<file path="src/design/pcpm_pkg.sv">
// Package for the pseudocolour palette mapper: palette codes, colour type
// and the per-channel mapping functions. No dependencies.
`timescale 1ns / 1ps

package pcpm_pkg;

  localparam int PIX_W  = 8;
  localparam int MODE_W = 3;
  localparam int DATA_W = 32;
  localparam int ADDR_W = 3;

  localparam logic [MODE_W-1:0] MODE_GRAY     = 3'd0;
  localparam logic [MODE_W-1:0] MODE_GRAY_INV = 3'd1;
  localparam logic [MODE_W-1:0] MODE_JET      = 3'd2;
  localparam logic [MODE_W-1:0] MODE_JET_INV  = 3'd3;
  localparam logic [MODE_W-1:0] MODE_HOT      = 3'd4;
  localparam logic [MODE_W-1:0] MODE_HOT_INV  = 3'd5;
  localparam logic [MODE_W-1:0] MODE_HASH     = 3'd6;

  localparam logic REG_MODE = 1'b0;

  localparam logic [PIX_W-1:0] BAND3 = 8'd96;
  localparam logic [PIX_W-1:0] BAND5 = 8'd160;
  localparam logic [PIX_W-1:0] BAND7 = 8'd224;
  localparam logic [PIX_W-1:0] BAND1 = 8'd32;
  localparam logic [PIX_W-1:0] FULL  = 8'd255;
  localparam logic [PIX_W-1:0] HALF  = 8'd128;

  typedef logic [PIX_W-1:0] pix_t;

  typedef struct packed {
    pix_t red;
    pix_t green;
    pix_t blue;
  } rgb_t;

  function automatic pix_t jet_ramp(input pix_t v);
    pix_t d;
    pix_t res;
    d = v - BAND3;
    if (v < BAND3) begin
      res = '0;
    end else if (v < BAND5) begin
      res = {d[5:0], 2'b00};
    end else if (v < BAND7) begin
      res = FULL;
    end else begin
      d = v - BAND7;
      res = FULL - {d[5:0], 2'b00};
    end
    return res;
  endfunction

  function automatic rgb_t jet_map(input pix_t p);
    pix_t tri_v;
    pix_t d;
    rgb_t c;
    tri_v = (p < HALF) ? p : (FULL - p);
    d = tri_v - BAND1;
    if (tri_v < BAND1) begin
      c.green = '0;
    end else if (tri_v < BAND3) begin
      c.green = {d[5:0], 2'b00};
    end else begin
      c.green = FULL;
    end
    c.blue = jet_ramp(FULL - p);
    c.red  = jet_ramp(p);
    return c;
  endfunction

  function automatic rgb_t hot_map(input pix_t p);
    rgb_t c;
    pix_t d;
    d = p - HALF;
    if (p < HALF) begin
      c.red   = {p[6:0], 1'b0};
      c.green = {p[6:0], 1'b0};
    end else begin
      c.red   = FULL;
      c.green = FULL - {d[6:0], 1'b0};
    end
    c.blue = '0;
    return c;
  endfunction

  function automatic rgb_t hash_map(input pix_t p);
    rgb_t c;
    pix_t q;
    pix_t h;
    pix_t neg;
    q = p - 8'd1;
    for (int k = 0; k < PIX_W; k++) begin
      h[k] = q[PIX_W-1-k];
    end
    neg = (~h) + 8'd1;
    if (p == '0) begin
      c = '0;
    end else begin
      c.blue  = h;
      c.red   = FULL - h;
      c.green = (h < HALF) ? {h[6:0], 1'b0} : {neg[6:0], 1'b0};
    end
    return c;
  endfunction

  function automatic rgb_t palette_map(input logic [MODE_W-1:0] mode, input pix_t p);
    rgb_t c;
    case (mode)
      MODE_GRAY:     c = '{red: p, green: p, blue: p};
      MODE_GRAY_INV: c = '{red: FULL - p, green: FULL - p, blue: FULL - p};
      MODE_JET:      c = jet_map(p);
      MODE_JET_INV:  c = jet_map(FULL - p);
      MODE_HOT:      c = hot_map(p);
      MODE_HOT_INV:  c = hot_map(FULL - p);
      MODE_HASH:     c = hash_map(p);
      default:       c = '0;
    endcase
    return c;
  endfunction

endpackage

</file>
<file path="src/design/pcpm_regs.sv">
// Configuration register file for the palette mapper: APB-style port,
// holds the palette mode. Depends on pcpm_pkg.
`timescale 1ns / 1ps

module pcpm_regs (
  input  logic                          clk,
  input  logic                          rst,
  input  logic                          psel,
  input  logic                          penable,
  input  logic                          pwrite,
  input  logic [pcpm_pkg::ADDR_W-1:0]   paddr,
  input  logic [pcpm_pkg::DATA_W-1:0]   pwdata,
  output logic [pcpm_pkg::DATA_W-1:0]   prdata,
  output logic                          pready,
  output logic [pcpm_pkg::MODE_W-1:0]   mode
);
  import pcpm_pkg::*;

  logic wr_en;

  assign pready = 1'b1;
  assign wr_en  = psel && penable && pwrite && (paddr[ADDR_W-1] == REG_MODE);

  always_ff @(posedge clk) begin
    if (rst) begin
      mode <= MODE_GRAY;
    end else if (wr_en) begin
      mode <= pwdata[MODE_W-1:0];
    end
  end

  always_comb begin
    prdata = '0;
    if (paddr[ADDR_W-1] == REG_MODE) begin
      prdata = {{(DATA_W-MODE_W){1'b0}}, mode};
    end
  end

endmodule

</file>
<file path="src/design/pcpm_core.sv">
// Two-register mapping pipe: pixel and mode captured on accept, colour
// computed and registered for the done strobe. Depends on pcpm_pkg.
`timescale 1ns / 1ps

module pcpm_core (
  input  logic                          clk,
  input  logic                          rst,
  input  logic                          accept,
  input  logic [pcpm_pkg::PIX_W-1:0]    pixel_level,
  input  logic [pcpm_pkg::MODE_W-1:0]   mode,
  output logic                          done,
  output pcpm_pkg::rgb_t                colour
);
  import pcpm_pkg::*;

  logic               in_valid;
  pix_t               pix_q;
  logic [MODE_W-1:0]  mode_q;
  rgb_t               colour_next;

  always_ff @(posedge clk) begin
    if (rst) begin
      in_valid <= 1'b0;
      done     <= 1'b0;
    end else begin
      in_valid <= accept;
      done     <= in_valid;
    end
  end

  always_ff @(posedge clk) begin
    if (accept) begin
      pix_q  <= pixel_level;
      mode_q <= mode;
    end
    if (in_valid) begin
      colour <= colour_next;
    end
  end

  assign colour_next = palette_map(mode_q, pix_q);

  a_done_follows: assert property (@(posedge clk) disable iff (rst)
    in_valid |=> done)
    else $error("beat lost between stages");

  a_done_source: assert property (@(posedge clk) disable iff (rst)
    done |-> $past(in_valid))
    else $error("done without a beat in the pipe");

  a_gray_equal: assert property (@(posedge clk) disable iff (rst)
    in_valid && (mode_q == MODE_GRAY || mode_q == MODE_GRAY_INV)
    |=> (colour.red == colour.green) && (colour.green == colour.blue))
    else $error("gray channels differ");

  a_hot_blue: assert property (@(posedge clk) disable iff (rst)
    in_valid && (mode_q == MODE_HOT || mode_q == MODE_HOT_INV) |=> colour.blue == '0)
    else $error("hot palette blue not zero");

  a_hash_pair: assert property (@(posedge clk) disable iff (rst)
    in_valid && (mode_q == MODE_HASH)
    |=> ((colour.red ^ colour.blue) == FULL)
        || ((colour.red | colour.green | colour.blue) == '0))
    else $error("hash palette red and blue not complementary");

endmodule

</file>
<file path="src/design/pseudocolor_palette_map.sv">
// Top level of the pseudocolour palette mapper: register port and mapping pipe.
// Depends on pcpm_pkg, pcpm_regs and pcpm_core.
`timescale 1ns / 1ps

// Takes one pixel every clock cycle; busy is never raised. Each pixel accepted
// with start gives one colour on red, green and blue through the input register
// and the result register around the combinational palette logic, marked by a
// one-cycle done pulse, in input order. The receiver cannot stall: a colour is
// held only until the next result replaces it.
// The palette mode is sampled with each pixel; mode 7 gives black.

module pseudocolor_palette_map (
  input  logic                          clk,
  input  logic                          rst,
  input  logic                          psel,
  input  logic                          penable,
  input  logic                          pwrite,
  input  logic [pcpm_pkg::ADDR_W-1:0]   paddr,
  input  logic [pcpm_pkg::DATA_W-1:0]   pwdata,
  output logic [pcpm_pkg::DATA_W-1:0]   prdata,
  output logic                          pready,
  input  logic                          start,
  output logic                          busy,
  input  logic [pcpm_pkg::PIX_W-1:0]    pixel_level,
  output logic                          done,
  output logic [pcpm_pkg::PIX_W-1:0]    red,
  output logic [pcpm_pkg::PIX_W-1:0]    green,
  output logic [pcpm_pkg::PIX_W-1:0]    blue
);
  import pcpm_pkg::*;

  logic [MODE_W-1:0] mode;
  logic              accept;
  rgb_t              colour;

  assign busy   = 1'b0;
  assign accept = start && !busy;

  pcpm_regs u_regs (
    .clk     (clk),
    .rst     (rst),
    .psel    (psel),
    .penable (penable),
    .pwrite  (pwrite),
    .paddr   (paddr),
    .pwdata  (pwdata),
    .prdata  (prdata),
    .pready  (pready),
    .mode    (mode)
  );

  pcpm_core u_core (
    .clk         (clk),
    .rst         (rst),
    .accept      (accept),
    .pixel_level (pixel_level),
    .mode        (mode),
    .done        (done),
    .colour      (colour)
  );

  assign red   = colour.red;
  assign green = colour.green;
  assign blue  = colour.blue;

endmodule

</file>
<file path="config.mk">
export PLATFORM = sky130hd
export DESIGN_NAME = pseudocolor_palette_map
export DESIGN_NICKNAME = d
export VERILOG_FILES = /design/src/design/pcpm_pkg.sv /design/src/design/pcpm_regs.sv /design/src/design/pcpm_core.sv /design/src/design/pseudocolor_palette_map.sv
export SDC_FILE = /design/constraint.sdc
export NUM_CORES = 1
export LEC_CHECK = 0
export BUFFER_PORTS_ARGS = -buffer_cell sky130_fd_sc_hd__buf_2
export CAP_MARGIN = 10
export CORE_UTILIZATION = 30
export DETAILED_ROUTE_END_ITERATION = 10
export SETUP_SLACK_MARGIN = 0.15
export SLEW_MARGIN = 5
export SYNTH_ARGS = -nofsm -noshare
export SYNTH_HDL_FRONTEND = slang
export SYNTH_SLANG_ARGS = --single-unit
</file>
<file path="constraint.sdc">
create_clock -name clk -period 2.9 [get_ports clk]
set_input_delay 0.435 -clock clk [delete_from_list [all_inputs] [get_ports clk]]
set_output_delay 0.435 -clock clk [all_outputs]
set_load 0.01 [all_outputs]
</file>
==> impl_metrics.json <==
{
  "outcome": "completed",
  "tns_ps": 0,
  "clock_sinks": 40,
  "rsz0062_at_grt": "false",
  "synth_flop_cell": "edfxtp_1",
  "core_area_mm2": 0.0105,
  "cts_tree": "yes",
  "drive_gt1_share_pct": 19.5,
  "die_x_um": 107,
  "final_cell_mix": "buf_2, edfxtp_1, nor2_1, conb_1, a21oi_1",
  "fin_crit_ps": 2400,
  "cts_resized": 0,
  "synth_cell_types": 55,
  "start_util_pct": 31.4,
  "io_pins": 108,
  "fmaxAchievable_ghz": 0.417,
  "cts-hold-fix-buffers": 0,
  "crit_arrival_ps": 2440,
  "worstMarginPinSlew_ps": 1040,
  "root_buffer": "clkbuf_8",
  "vias": 2773,
  "ys_seq_elements": 40,
  "path_max_fanout": 13,
  "synthCells": 363,
  "final_common_cell": "buf_2",
  "synthToLayoutAreaGrowth_pct": 10.2,
  "postSynthAreaPerCell_um2": 9.09,
  "cts_made_buffers": 5,
  "overflow": 0,
  "postCtsSetupBuffers": 0,
  "via_per_inst": 5.16,
  "maxSlewViolCount": 0,
  "hold_violations": 0,
  "maxCapViolCount": 0,
  "antennaDiodeCount": 0,
  "drtAntennaViolNets": 0,
  "die_area_mm2": 0.0114,
  "synthesis.area_mm2": 0.00330,
  "start_kind": "register",
  "first_global_vias": 2542,
  "insertion_delay_ps": 300,
  "power_density_mw_per_mm2": 445,
  "yosys_warnings": 0,
  "fin_skew_ps": 10.2,
  "dr.first_iter.drc_count": 230,
  "num_rows": 37,
  "total_power_mw": 1.62,
  "io_buffers": 45,
  "drc_errors": 0,
  "wire_per_inst_um": 15.0,
  "grt.total_usage_pct": 14.6,
  "placedCellCount": 529,
  "hpwlAfterDp_um": 5930,
  "grt_max_degree": 38,
  "cp.required_ps": 2940,
  "setup_ws_ps": 502,
  "preCtsSetupSlack_ps": 553,
  "rrSetupSlack_ps": 500,
  "postSynth.asyncResetShare_pct": 0,
  "ys_seq_area_share_pct": 34.9,
  "cts.clk_slew.worst_paths_ps": 80,
  "finalWirelength_um": 8070,
  "timing.slew.headroom_pct": 30.7,
  "setup_viol": 0,
  "hold_class": "in -> reg",
  "routabilityCongestion": 0.901,
  "vdd_drop_max_mv": 0.170,
  "cts_htree_levels": 2,
  "critPathKind": "reg -> reg",
  "leakage_nw": 1.49,
  "synth_edf_count": 35,
  "min_period_over_period_pct": 82.7,
  "die_h_um": 107,
  "nets": 471,
  "grt_antenna_before_repair": 0,
  "grt_pass1_wl_um": 13000,
  "clk_path_buf_depth": 2,
  "firstDrtPassIters": 4,
  "fin_cells": 537,
  "crit_path_end_kind": "register",
  "fin_util_pct": 34.6
}
registers in the layout, indices dropped and copies added (netlist names):
| name | cells |
|---|---|
| u_core.mode_q | 3 |
| u_core.done | 1 |
| u_core.in_valid | 1 |
| u_regs.mode | 3 |
| u_core.pix_q | 8 |
| u_core.colour | 24 |
routing by layer:
metal | global-route usage, % | up-vias | part of all wire [%]
met4 | 4.70 | 0 | 2.0
li1 | - | 1322 | -
met1 | 19.0 | 1294 | 43
met3 | 3.47 | 16 | 8.3
met2 | 23.6 | 141 | 46
met5 | 0 | - | 0
synthesized netlist by cell type, types with 9 or more instances:
cell type,n,area share (%)
buf_4,31,7.1
buf_2,9,1.4
xor2_1,10,2.7
a21oi_1,30,4.6
nand2_1,23,2.6
nand2b_1,11,2.1
o21ai_0,28,4.2
ha_1,22,8.3
nor2_1,31,3.5
edfxtp_1,35,32
nor2b_1,9,1.7
worst paths after layout:
kind / from / end / depth (start not counted)
worst min register to register: u_regs.mode[0] / u_core.mode_q[0] / 0
worst max-delay path: u_core.pix_q[4] / u_core.colour[5] / 6
worst min-delay path: pixel_level[6] / u_core.pix_q[6] / 1
worst max register to register: u_core.pix_q[4] / u_core.colour[5] / 6
final cells by class:
class / count / area, µm²
well taps: 136 / 170
repair buffers: 55 / 300
clock inverters: 3 / 42.5
multi-input cells: 288 / 1870
flip-flops and latches: 40 / 1150
fillers: 1083 / 6870
clock buffers: 5 / 68.8
inverters: 10 / 37.5
power by group:
| part | leakage, nW | switching (mW) | internal [mW] | total, mW |
|---|---|---|---|---|
| clock | 0.0541 | 0.203 | 0.255 | 0.458 |
| sequential | 0.378 | 0.0367 | 0.674 | 0.711 |
| combinational | 1.06 | 0.285 | 0.166 | 0.451 |
| total | 1.49 | 0.525 | 1.09 | 1.62 |
per-stage QoR:
step,area [µm²],hold WS [ps]
after floorplan,3410,422
after global placement,3530,447
after detailed placement,3530,447
after CTS,3640,313
after global routing,3640,308
final,3640,314
kinds of logic after synthesis:
kind of cell               count (synthesis)  synth area share, %
other                                      2                0.228
DFF                                       40                 34.9
buffers and inverters                     64                 11.8
and+or+nand+nor                           98                 15.5
xor gates and xnor gates                  19                 5.27
AOI/OAI and AO/OA                        107                 20.5
muxes                                     11                 3.45
adders and majority gates                 22                 8.34
critical path, stage by stage, from the launching register on:
cell and delay, ps:
edfxtp_1 630, nor3_2 300, nand4_1 210, nand4b_1 510, nor2_1 100, a221oi_1 230, o21ai_0 160
(Power assumes the default switching activity.)
